`src/design/pirsl_pkg.sv`:
```
// Shared types and constants for the sensor serial link master.
package pirsl_pkg;

   localparam int WRITE_BITS = 25;
   localparam int READ_BITS  = 40;
   localparam int TICK_W     = 12;
   localparam int BIT_W      = $clog2(READ_BITS + 1);
   localparam int POS_W      = $clog2(READ_BITS);
   localparam int CSR_IDX_W  = 3;

   localparam logic [TICK_W-1:0] RST_WRITE_BIT   = 12'd80;
   localparam logic [TICK_W-1:0] RST_WRITE_LATCH = 12'd2400;
   localparam logic [TICK_W-1:0] RST_READ_LEAD   = 12'd130;
   localparam logic [TICK_W-1:0] RST_READ_SAMPLE = 12'd5;
   localparam logic [TICK_W-1:0] RST_READ_TAIL   = 12'd14;
   localparam logic [TICK_W-1:0] RST_READ_END    = 12'd160;

   typedef enum logic [CSR_IDX_W-1:0] {
      CSR_WRITE_BIT   = 3'd0,
      CSR_WRITE_LATCH = 3'd1,
      CSR_READ_LEAD   = 3'd2,
      CSR_READ_SAMPLE = 3'd3,
      CSR_READ_TAIL   = 3'd4,
      CSR_READ_END    = 3'd5
   } csr_index_type;

   typedef enum logic [1:0] {
      CMD_TICK  = 2'd0,
      CMD_WRITE = 2'd1,
      CMD_READ  = 2'd2
   } command_type;

   typedef enum logic [3:0] {
      PH_IDLE     = 4'd0,
      PH_W_LOW    = 4'd1,
      PH_W_HIGH   = 4'd2,
      PH_W_BIT    = 4'd3,
      PH_W_LATCH  = 4'd4,
      PH_R_LEAD   = 4'd5,
      PH_R_LOW    = 4'd6,
      PH_R_HIGH   = 4'd7,
      PH_R_SAMPLE = 4'd8,
      PH_R_TAIL   = 4'd9,
      PH_R_END    = 4'd10
   } phase_type;

   typedef struct packed {
      logic [TICK_W-1:0] write_bit_ticks;
      logic [TICK_W-1:0] write_latch_ticks;
      logic [TICK_W-1:0] read_lead_ticks;
      logic [TICK_W-1:0] read_sample_ticks;
      logic [TICK_W-1:0] read_tail_ticks;
      logic [TICK_W-1:0] read_end_ticks;
   } cfg_type;

   typedef struct packed {
      phase_type             phase;
      logic [BIT_W-1:0]      bit_index;
      logic [TICK_W-1:0]     tick_count;
      logic [READ_BITS-1:0]  shift_word;
   } seq_state_type;

   typedef struct packed {
      logic                  serial_out;
      logic                  line_drive;
      logic                  line_out;
      logic                  busy_res;
      logic                  write_done;
      logic                  read_valid;
      logic [READ_BITS-1:0]  read_word;
      logic                  start_ignored;
   } result_type;

endpackage

```
`src/design/pirsl_csr.sv`:
```
// Timing configuration registers with a plain write port.
module pirsl_csr (
   input  logic                                 clock,
   input  logic                                 reset,
   input  logic                                 csr_wr_en,
   input  logic [pirsl_pkg::CSR_IDX_W-1:0]      csr_index,
   input  logic [pirsl_pkg::TICK_W-1:0]         csr_wdata,
   output pirsl_pkg::cfg_type                   cfg
);

   pirsl_pkg::cfg_type cfg_ff, cfg_in;

   always_comb begin
      cfg_in = cfg_ff;
      if (csr_wr_en) begin
         case (csr_index)
            pirsl_pkg::CSR_WRITE_BIT:   cfg_in.write_bit_ticks   = csr_wdata;
            pirsl_pkg::CSR_WRITE_LATCH: cfg_in.write_latch_ticks = csr_wdata;
            pirsl_pkg::CSR_READ_LEAD:   cfg_in.read_lead_ticks   = csr_wdata;
            pirsl_pkg::CSR_READ_SAMPLE: cfg_in.read_sample_ticks = csr_wdata;
            pirsl_pkg::CSR_READ_TAIL:   cfg_in.read_tail_ticks   = csr_wdata;
            pirsl_pkg::CSR_READ_END:    cfg_in.read_end_ticks    = csr_wdata;
            default: ;
         endcase
      end
   end

   always_ff @(posedge clock) begin
      if (reset) begin
         cfg_ff.write_bit_ticks   <= pirsl_pkg::RST_WRITE_BIT;
         cfg_ff.write_latch_ticks <= pirsl_pkg::RST_WRITE_LATCH;
         cfg_ff.read_lead_ticks   <= pirsl_pkg::RST_READ_LEAD;
         cfg_ff.read_sample_ticks <= pirsl_pkg::RST_READ_SAMPLE;
         cfg_ff.read_tail_ticks   <= pirsl_pkg::RST_READ_TAIL;
         cfg_ff.read_end_ticks    <= pirsl_pkg::RST_READ_END;
      end else begin
         cfg_ff <= cfg_in;
      end
   end

   assign cfg = cfg_ff;

endmodule

```
`src/design/pirsl_seq.sv`:
```
// One-tick step of the write/read sequencer: next state and line outputs.
module pirsl_seq (
   input  pirsl_pkg::seq_state_type              state,
   input  pirsl_pkg::cfg_type                    cfg,
   input  logic [1:0]                            command,
   input  logic [pirsl_pkg::WRITE_BITS-1:0]      config_word,
   input  logic                                  line_level,
   output pirsl_pkg::seq_state_type              state_next,
   output pirsl_pkg::result_type                 result
);

   localparam logic [pirsl_pkg::BIT_W-1:0] WRITE_LAST =
      pirsl_pkg::BIT_W'(pirsl_pkg::WRITE_BITS - 1);
   localparam logic [pirsl_pkg::BIT_W-1:0] WRITE_CNT =
      pirsl_pkg::BIT_W'(pirsl_pkg::WRITE_BITS);
   localparam logic [pirsl_pkg::BIT_W-1:0] READ_CNT =
      pirsl_pkg::BIT_W'(pirsl_pkg::READ_BITS);

   function automatic logic [pirsl_pkg::TICK_W-1:0] min_one(
      input logic [pirsl_pkg::TICK_W-1:0] v);
      min_one = (v == '0) ? pirsl_pkg::TICK_W'(1) : v;
   endfunction

   function automatic logic [pirsl_pkg::TICK_W-1:0] step_len(
      input pirsl_pkg::phase_type p, input pirsl_pkg::cfg_type c);
      case (p)
         pirsl_pkg::PH_W_BIT:    step_len = min_one(c.write_bit_ticks);
         pirsl_pkg::PH_W_LATCH:  step_len = min_one(c.write_latch_ticks);
         pirsl_pkg::PH_R_LEAD:   step_len = c.read_lead_ticks;
         pirsl_pkg::PH_R_SAMPLE: step_len = min_one(c.read_sample_ticks);
         pirsl_pkg::PH_R_TAIL:   step_len = c.read_tail_ticks;
         pirsl_pkg::PH_R_END:    step_len = c.read_end_ticks;
         default:                step_len = pirsl_pkg::TICK_W'(1);
      endcase
   endfunction

   function automatic pirsl_pkg::phase_type follow(
      input pirsl_pkg::phase_type p, input logic [pirsl_pkg::BIT_W-1:0] b);
      case (p)
         pirsl_pkg::PH_W_LOW:    follow = pirsl_pkg::PH_W_HIGH;
         pirsl_pkg::PH_W_HIGH:   follow = pirsl_pkg::PH_W_BIT;
         pirsl_pkg::PH_W_BIT:    follow = (b < WRITE_CNT) ? pirsl_pkg::PH_W_LOW
                                                          : pirsl_pkg::PH_W_LATCH;
         pirsl_pkg::PH_R_LEAD:   follow = pirsl_pkg::PH_R_LOW;
         pirsl_pkg::PH_R_LOW:    follow = pirsl_pkg::PH_R_HIGH;
         pirsl_pkg::PH_R_HIGH:   follow = pirsl_pkg::PH_R_SAMPLE;
         pirsl_pkg::PH_R_SAMPLE: follow = pirsl_pkg::PH_R_TAIL;
         pirsl_pkg::PH_R_TAIL:   follow = (b < READ_CNT) ? pirsl_pkg::PH_R_LOW
                                                         : pirsl_pkg::PH_R_END;
         default:                follow = pirsl_pkg::PH_IDLE;
      endcase
   endfunction

   // zero-length steps are skipped; at most two in a row can be empty
   function automatic pirsl_pkg::phase_type enter(
      input pirsl_pkg::phase_type p, input logic [pirsl_pkg::BIT_W-1:0] b,
      input pirsl_pkg::cfg_type c);
      pirsl_pkg::phase_type q;
      q = p;
      for (int i = 0; i < 3; i++) begin
         if (q != pirsl_pkg::PH_IDLE && step_len(q, c) == '0) begin
            q = follow(q, b);
         end
      end
      enter = q;
   endfunction

   pirsl_pkg::seq_state_type s;
   pirsl_pkg::phase_type     p;
   logic [pirsl_pkg::TICK_W:0] tick_inc;
   logic [pirsl_pkg::POS_W-1:0] wr_pos;

   always_comb begin
      s = state;
      result = '0;
      if (command == pirsl_pkg::CMD_WRITE || command == pirsl_pkg::CMD_READ) begin
         if (state.phase != pirsl_pkg::PH_IDLE) begin
            result.start_ignored = 1'b1;
         end else begin
            s.bit_index  = '0;
            s.tick_count = '0;
            if (command == pirsl_pkg::CMD_WRITE) begin
               s.shift_word = pirsl_pkg::READ_BITS'(config_word);
               s.phase      = pirsl_pkg::PH_W_LOW;
            end else begin
               s.shift_word = '0;
               s.phase      = enter(pirsl_pkg::PH_R_LEAD, '0, cfg);
            end
         end
      end

      p        = s.phase;
      wr_pos   = pirsl_pkg::POS_W'(WRITE_LAST - s.bit_index);
      tick_inc = {1'b0, s.tick_count} + 1'b1;

      if (p != pirsl_pkg::PH_IDLE) begin
         result.busy_res = 1'b1;
         case (p)
            pirsl_pkg::PH_W_LOW:   result.line_drive = 1'b1;
            pirsl_pkg::PH_W_HIGH: begin
               result.line_drive = 1'b1;
               result.serial_out = 1'b1;
            end
            pirsl_pkg::PH_W_BIT: begin
               result.line_drive = 1'b1;
               if (s.bit_index < WRITE_CNT) begin
                  result.serial_out = s.shift_word[wr_pos];
               end
            end
            pirsl_pkg::PH_W_LATCH: result.line_drive = 1'b1;
            pirsl_pkg::PH_R_LOW:   result.line_drive = 1'b1;
            pirsl_pkg::PH_R_HIGH: begin
               result.line_drive = 1'b1;
               result.line_out   = 1'b1;
            end
            pirsl_pkg::PH_R_END:   result.line_drive = 1'b1;
            default: ;
         endcase

         s.tick_count = tick_inc[pirsl_pkg::TICK_W-1:0];
         if (tick_inc >= {1'b0, step_len(p, cfg)}) begin
            s.tick_count = '0;
            if (p == pirsl_pkg::PH_W_BIT) begin
               s.bit_index = s.bit_index + 1'b1;
            end
            if (p == pirsl_pkg::PH_R_SAMPLE) begin
               s.shift_word = {s.shift_word[pirsl_pkg::READ_BITS-2:0], line_level};
               s.bit_index  = s.bit_index + 1'b1;
            end
            s.phase = enter(follow(p, s.bit_index), s.bit_index, cfg);
            if (s.phase == pirsl_pkg::PH_IDLE) begin
               s.bit_index = '0;
               if (p <= pirsl_pkg::PH_W_LATCH) begin
                  result.write_done = 1'b1;
               end else begin
                  result.read_valid = 1'b1;
                  result.read_word  = s.shift_word;
               end
            end
         end
      end
      state_next = s;
   end

endmodule

```
`src/design/pir_sensor_serial_link_master_core.sv`:
```
// Top level of the sensor serial link master: handshake, state and result registers.
// Each accepted tick is evaluated combinationally; its result transfer is offered the next cycle.
// Throughput: 1 tick per cycle while rsp_ready is high; req_ready drops while a result waits unaccepted.
// A result waiting in the output register does not block a new request once rsp_ready is high.
// Reset (synchronous): sequencer idle, counters and shift word cleared, timing registers
// back to their defaults, no response pending.
module pir_sensor_serial_link_master_core (
   input  logic                                 clock,
   input  logic                                 reset,
   input  logic                                 req_valid,
   output logic                                 req_ready,
   input  logic [1:0]                           req_command,
   input  logic [pirsl_pkg::WRITE_BITS-1:0]     req_config_word,
   input  logic                                 req_line_level,
   output logic                                 rsp_valid,
   input  logic                                 rsp_ready,
   output logic                                 rsp_serial_out,
   output logic                                 rsp_line_drive,
   output logic                                 rsp_line_out,
   output logic                                 rsp_busy_res,
   output logic                                 rsp_write_done,
   output logic                                 rsp_read_valid,
   output logic [pirsl_pkg::READ_BITS-1:0]      rsp_read_word,
   output logic                                 rsp_start_ignored,
   input  logic                                 csr_wr_en,
   input  logic [pirsl_pkg::CSR_IDX_W-1:0]      csr_index,
   input  logic [pirsl_pkg::TICK_W-1:0]         csr_wdata
);

   pirsl_pkg::cfg_type       cfg;
   pirsl_pkg::seq_state_type state_ff, state_in;
   pirsl_pkg::result_type    result_ff, result_in;
   logic                     rsp_valid_ff, rsp_valid_in;
   logic                     req_xfer;

   pirsl_csr u_csr (
      .clock     (clock),
      .reset     (reset),
      .csr_wr_en (csr_wr_en),
      .csr_index (csr_index),
      .csr_wdata (csr_wdata),
      .cfg       (cfg)
   );

   pirsl_seq u_seq (
      .state       (state_ff),
      .cfg         (cfg),
      .command     (req_command),
      .config_word (req_config_word),
      .line_level  (req_line_level),
      .state_next  (state_in),
      .result      (result_in)
   );

   assign req_ready    = !rsp_valid_ff || rsp_ready;
   assign req_xfer     = req_valid && req_ready;
   assign rsp_valid_in = req_xfer || (rsp_valid_ff && !rsp_ready);

   always_ff @(posedge clock) begin
      if (reset) begin
         state_ff.phase      <= pirsl_pkg::PH_IDLE;
         state_ff.bit_index  <= '0;
         state_ff.tick_count <= '0;
         state_ff.shift_word <= '0;
         rsp_valid_ff        <= 1'b0;
      end else begin
         rsp_valid_ff <= rsp_valid_in;
         if (req_xfer) begin
            state_ff <= state_in;
         end
      end
   end

   always_ff @(posedge clock) begin
      if (req_xfer) begin
         result_ff <= result_in;
      end
   end

   assign rsp_valid         = rsp_valid_ff;
   assign rsp_serial_out    = result_ff.serial_out;
   assign rsp_line_drive    = result_ff.line_drive;
   assign rsp_line_out      = result_ff.line_out;
   assign rsp_busy_res      = result_ff.busy_res;
   assign rsp_write_done    = result_ff.write_done;
   assign rsp_read_valid    = result_ff.read_valid;
   assign rsp_read_word     = result_ff.read_word;
   assign rsp_start_ignored = result_ff.start_ignored;

endmodule

```
`config.mk`:
```
export PLATFORM = sky130hd
export DESIGN_NAME = pir_sensor_serial_link_master_core
export DESIGN_NICKNAME = d
export VERILOG_FILES = /design/src/design/pirsl_pkg.sv /design/src/design/pirsl_csr.sv /design/src/design/pirsl_seq.sv /design/src/design/pir_sensor_serial_link_master_core.sv
export SDC_FILE = /design/constraint.sdc
export NUM_CORES = 1
export LEC_CHECK = 0
export ABC_AREA = 1
export BUFFER_PORTS_ARGS = -buffer_cell sky130_fd_sc_hd__buf_2
export CORE_ASPECT_RATIO = 0.8
export CORE_UTILIZATION = 55
export DETAILED_ROUTE_END_ITERATION = 10
export GPL_ROUTABILITY_DRIVEN = 0
export GPL_TIMING_DRIVEN = 0
export PLACE_DENSITY = 0.76
export SYNTH_ARGS = -nofsm -noshare
export SYNTH_HDL_FRONTEND = slang
export SYNTH_SLANG_ARGS = --single-unit
```
`constraint.sdc`:
```
create_clock -name clock -period 5.7 [get_ports clock]
set_input_delay 1.14 -clock clock [delete_from_list [all_inputs] [get_ports clock]]
set_output_delay 1.14 -clock clock [all_outputs]
set_load 0.03 [all_outputs]
```
# After elaboration in Yosys (flattened, before gate mapping)
# Memory sizes are Yosys's and may differ from the RTL's.
# Cells that the tools add are included.
# totals
reg_bits	182
latch_bits	0
ram_bits	0
rom_bits	128
input_bits	48
output_inout_bits	49
wordCells	209
mem_count	2
# op_classes
add_sub_neg	4
multipliers	0
div	0
magnitude_cmp	6
n_eq_ne	59
shifts	0
n_mux	77
n_bitwise	3
n_reduce_logical	39
# memory_table
memory	depth	word_bits	read_ports	rd_clocked_by_memory_dff	write_ports	line_no	source
(name not given)	16	4	1	0	0	pirsl_seq.sv:39	case (p)
(name not given)	16	4	1	0	0	pirsl_seq.sv:39	
# op_table
operator	n
12-bit case mux with 6 select lines	6
62-bit two-way mux	4
12-bit two-way mux	19
4-bit case mux with 8 select lines	4
12-bit logical NOT	9
4-bit two-way mux	21
42-bit two-way mux	2
4-bit by 3-bit == test with 1-bit output, second input constant	20
4-bit == test, second input constant	18
43-bit two-way mux	1
6-bit two-way mux	7
41-bit two-way mux	1
4-bit by 2-bit == test with 1-bit output, second input constant	10
40-bit two-way mux	1
4-bit nonzero test	7
25-bit two-way mux	1
4-bit by 1-bit == test with 1-bit output, second input constant	4
12-bit by 1-bit adder with 13-bit output, second input constant	1
13-bit by 12-bit >= comparator with 1-bit output	1
6-bit by 1-bit adder with 6-bit output, second input constant	2
6-bit by 5-bit less-than comparator with 1-bit output, second input constant	2
2-bit AND reduction	6
1-bit logical AND	7
6-bit by 7-bit less-than comparator with 1-bit output, second input constant	1
21 further kinds	33

# Depth between registers and ports, before layout
# depth
ltp_word	77
depth_mapped	42
mapped_depth_nobuf	41

# Hierarchy
# A second synthesis with hierarchy kept.
# unflattened
hier_cells	1928
area_unflattened_um2	12493.2
# by_module_without_submodules
mod	instances	cells_each	area_each_um2	seq_area_each_um2
pirsl_seq	1	1058	5398.9	0.0
pir_sensor_serial_link_master_core	1	459	4230.3	2672.6
pirsl_csr	1	411	2864.0	1441.4

# Least setup slack after synthesis
# OpenSTA, ideal clock, no wires.
# synth_path
kind	input to register
start	input req_command[1]
end	register state_ff[50] in the netlist's numbering
setup_time_ps	57
t_arrival_ps	5833
required_time_ps	5643
slack_ps	-190
path_stages	37
n_path_buf	4
cell_sequence	inv_1 > ha_1 > inv_1 > nand2_2 > nor2_1 > nand3_1 > nand2_2 > nor2_1 > nand2_1 > buf_2 > buf_1 > buf_1 > nand4_1 > nor3_1 > a221oi_1 > nand2_1 > ha_1 > o21a_1 > o21a_1 > o21ai_0 > nand2_1 > a21oi_1 > o21ai_0 > a21oi_1 > nor2_1 > o211ai_1 > nand2_1 > o21ai_0 > inv_1 > nor2_1 > inv_1 > clkbuf_1 > nor2_1 > nand2_1 > o21ai_0 > o21ai_0 > inv_1
# synth_via
elab_chain_cells	10
elab_cells_between_ends	19
classes_between	1 x add/sub; 1 x order compare; 8 x eq/ne; 7 x mux; 2 x reduce/logical
# synth_rtl
item	line_no	source
from (decl)	pir_sensor_serial_link_master_core.sv:12	input logic [1:0] req_command,
2-bit by 1-bit == test with 1-bit output	pirsl_seq.sv:76, pirsl_seq.sv:82	
4-bit two-way mux	pirsl_seq.sv:82	if (command == pirsl_pkg::CMD_WRITE) begin
62-bit two-way mux	pirsl_seq.sv:77	if (state.phase != pirsl_pkg::PH_IDLE) begin
62-bit two-way mux (*)	pirsl_seq.sv:76	if (command == pirsl_pkg::CMD_WRITE || command == pirsl_pkg::CMD_READ) begin
4-bit == test (tied with other cells)	pirsl_seq.sv:26	case (p)
12-bit case mux with 6 select lines	pirsl_seq.sv:26	
12-bit two-way mux	pirsl_seq.sv:96	if (p != pirsl_pkg::PH_IDLE) begin
13-bit by 12-bit >= comparator with 1-bit output	pirsl_seq.sv:121	if (tick_inc >= {1'b0, step_len(p, cfg)}) begin
62-bit two-way mux	pirsl_seq.sv:121	
62-bit two-way mux (*)	pirsl_seq.sv:96	
to (signal assigned)	pir_sensor_serial_link_master_core.sv:69	state_ff <= state_in;
to (decl)	pir_sensor_serial_link_master_core.sv:31	pirsl_pkg::seq_state_type state_ff, state_in;
# Mark *: on every way between the ends. The rest lies on a longest branch, timed or not. The select of a mux whose other input is x is not followed.
# A chain may end at the register's enable or synchronous reset.

# Worst setup path in the final report
# layout_path
start	input req_command[1]
end	register result_ff, in the netlist rsp_read_word[4] (data pin)
# layout_via
elab_chain_cells	47
elab_cells_between_ends	104
classes_between	3 x add/sub; 4 x order compare; 42 x eq/ne; 39 x mux; 3 x bitwise; 13 x reduce/logical
# layout_rtl
item	line_no	source
2-bit by 1-bit == test with 1-bit output	pirsl_seq.sv:76, pirsl_seq.sv:82	
4-bit two-way mux	pirsl_seq.sv:82	
62-bit two-way mux	pirsl_seq.sv:77	
62-bit two-way mux (*)	pirsl_seq.sv:76	
branches (longest 43 deep; another with 6-bit by 1-bit adder with 6-bit output)	--	
to (signal assigned)	pir_sensor_serial_link_master_core.sv:76	result_ff <= result_in;
to (decl)	pir_sensor_serial_link_master_core.sv:32	pirsl_pkg::result_type result_ff, result_in;
# Every way passes the cells marked *. The select of a mux whose other input is x is not followed.

==> results.ini <==
[run_status]
status=finished, final reports clean

[die]
ios=97
design.die.area_sq_um=20230
initial_utilization=0.5666
rows=45
die-width_microns=158.8
core_area_sq_um=19090
die_h_microns=127.4

[setup_path]
cp_slowest_cell=nand4_4
r2r_slack_ns=0.22
cp-end-kind=flop
worst_setup_path_start_kind=input pin
cp_top_family=simple AND/OR/NAND/NOR gates
timing.rr.end=rsp_read_word[4]
worstPathRequired_ns=6.00
reg2reg_from=u_csr.cfg[37]
path_class=in2reg
r2r_cells=37
critPathBufInv=9
cpPeakStageDelay_ns=0.27
worst-path-max-fanout=10
cp.arrival_ns=5.91

[sta]
fin_crit_sh=0.9841
clock_skew_ns=0.01446
hold_viol=0
drv_slew=0
timing.setup.tns_ns=0
post-route-min-period_ns=5.609
setup_ws_ns=0.09074
tightest_slew_ns=1.051
relSlewSlack=0.2811
fmax_mhz=178.3
setup_violations=0
hold_slack_ns=0.4669

[synth]
yosys-top-cells-count=nand2_1, o21ai_0, nor2_1, inv_1
synth_edf_count=47
synth_area_leader_cell=dfxtp_1
seq_area_frac_synth=0.3804
synth_top_area_frac=0.2499
ys_warn_count=0
synth.ff_latch_count=182
synthCells=1556
synth.most_common_cell=nand2_1
netlist_top_cells_area=dfxtp_1, edfxtp_1, nand2_1
synth_cell_types=59
ys.flop_type=dfxtp_1
async_flop_share=0
synth_area_sq_um=10810
synth.avg_cell_area_sq_um=6.950

[routing]
vias_per_cell=6.084
firstDrtPassIters=8
dr_total_vias=12070
wl_met2_mm=15.57
wl_mm=37.87
wire_per_inst_microns=19.10
drc=0
wl_met1_mm=15.39
postRouteAntennaNets=0
drtIter0Drc=1940
topRoutingLayerUsed=met4
wl_met3_mm=5.996

[power]
ir_worst_vdd_mv=0.2713
power_leakage_nw=5.561
pwr-share-seq=0.230
powerDensity_nw_per_um2=540.4
power.internal_w=0.003490
combPwrFrac=0.603
switchingPower_w=0.003535
clkPwrFrac=0.167
swShare=0.5032

[clocking]
cts_num_sinks=182
cts.clk_slew.worst_paths_ns=0.07
cts_root_buf=clkbuf_16
htree_levels=4
numCtsBuffers=17
insertion_delay_ns=0.45
cts_tree=yes
clk_path_buf_depth=2

[worst_hold_path]
min-delay-start=state_ff[8]
hold_end=state_ff[8]
hp-class=reg2reg
hold_depth=2

[global_route]
grt_first_pass_wirelength_mm=56.09
grt_pass1_vias=10440
grt_antenna_before_repair=0
grt_usage=0.3597
grt.overflow.total=0
grt_max_degree=33

[place]
pre_cts_ws_ns=-1.688
dpl.hpwl_mm=26.54
placed_cells=1912
io_buffers=95

[final_layout]
postLayoutCoreUtil=0.6811
final_cells=1983
nets=1781
fillCellCount=1616
layout-drive-gt1-share=0.1890
n_antenna_cell=0
syn2layout_area_growth_pct=20.21

[run]
cap_violations=0

-- registers in the layout, indices dropped and copies added, names as in the netlist --
register,count
rsp_busy_res,1
rsp_line_drive,1
rsp_line_out,1
rsp_read_valid,1
rsp_read_word,40
rsp_serial_out,1
rsp_start_ignored,1
rsp_valid,1
rsp_write_done,1
state_ff,62
u_csr.cfg,72
-- logic make-up (layout without fill, tap and decap cells) --
kind of cell / Yosys count / in the layout / share of synthesized area
multiplexers: 1 / 1 / 0.0009256
AO/OA/AOI/OAI: 442 / 442 / 0.2257
AND/OR/NAND/NOR: 653 / 654 / 0.2675
adder cells (fa/ha/maj): 21 / 21 / 0.02430
buffers and inverters: 238 / 404 / 0.08666
XOR/XNOR: 17 / 17 / 0.01377
flip-flops: 182 / 182 / 0.3804
other: 2 / 4 / 0.0006945
-- layer usage --
layer / vias up / GRT usage
li1: 5544 / -
met1: 5561 / 0.5100
met2: 869 / 0.4966
met3: 91 / 0.1214
met4: 0 / 0.1354
met5: - / 0.02871
-- worst reg2reg max path, delay by kind of cell, from the launching register on --
family,cells,cell delay [ns]
and+or+nand+nor,29,3.38
buffers and inverters,4,0.60
adders and majority gates,2,0.57
AOI/OAI and AO/OA,2,0.43
DFF,1,0.35
-- cell type report --
| type | instances | area, sq um | share of cell area |
|---|---|---|---|
| multi-input combinational | 1139 | 6091 | 0.4685 |
| sequential | 182 | 4119 | 0.3168 |
| timing repair buffer | 136 | 852.1 | 0.06554 |
| inverter | 156 | 608.1 | 0.04678 |
| clock buffer | 21 | 483.0 | 0.03715 |
| buffer | 80 | 434.2 | 0.03340 |
| tap | 258 | 322.8 | 0.02483 |
| clock inverter | 11 | 90.09 | 0.006930 |
-- power by group through the flow --
stage	logic [W]	clock network, W	registers, W
after floorplan	0.00233	0	0.00168
final	0.00424	0.00117	0.00161
after CTS	0.00361	0.00116	0.00161
after global routing	0.00453	0.00121	0.00163
after global placement	0.00326	0	0.00163
after detailed placement	0.00333	0	0.00163
-- timing repair --
| item | in CTS | in global routing |
|---|---|---|
| gates cloned | 2 | 0 |
| setup endpoints to repair | 104 | 104 |
| buffers inserted | 7 | 32 |
| hold buffers | 0 | 0 |
| gates resized for setup | 44 | 102 |
| pin swaps | 6 | 41 |
-- placed cells by master (no fill, tap or decap), types with 15 or more instances in the layout --
cell type	synthesis	routed
nand2_2	19	18
a21oi_1	135	132
edfxtp_1	47	47
dfxtp_1	135	133
nand4_1	26	26
nor2_1	172	157
inv_2	13	16
o21ai_0	221	215
buf_2	8	101
nor2_2	24	29
nand2_1	325	315
clkbuf_1	63	52
ha_1	21	17
buf_4	1	37
clkbuf_16	0	19
nor2_4	4	15
o22ai_1	20	19
nand3_1	51	45
o211ai_1	25	25
inv_1	139	131
-- worst max-delay path by stage --
stage / start / end / slack (ns) / cells after the start
floorplan: req_command[1] / rsp_read_word[23] / 0.05 / 35
detailed placement: req_command[0] / state_ff[47] / -1.69 / 36
global placement: req_command[0] / state_ff[50] / -1.65 / 36
global route: req_command[1] / rsp_read_word[6] / -0.08 / 40
finish: req_command[1] / rsp_read_word[4] / 0.09 / 35
CTS: req_command[0] / rsp_read_word[6] / -0.04 / 35
-- through the flow --
stage	total power, W	instance area [sq um]
after detailed placement	0.004963	11650
after CTS	0.006380	12450
after floorplan	0.004006	10830
after global routing	0.007373	13000
final	0.007025	13000
after global placement	0.004894	11630
No activity file was read; power rests on OpenSTA's default activity.
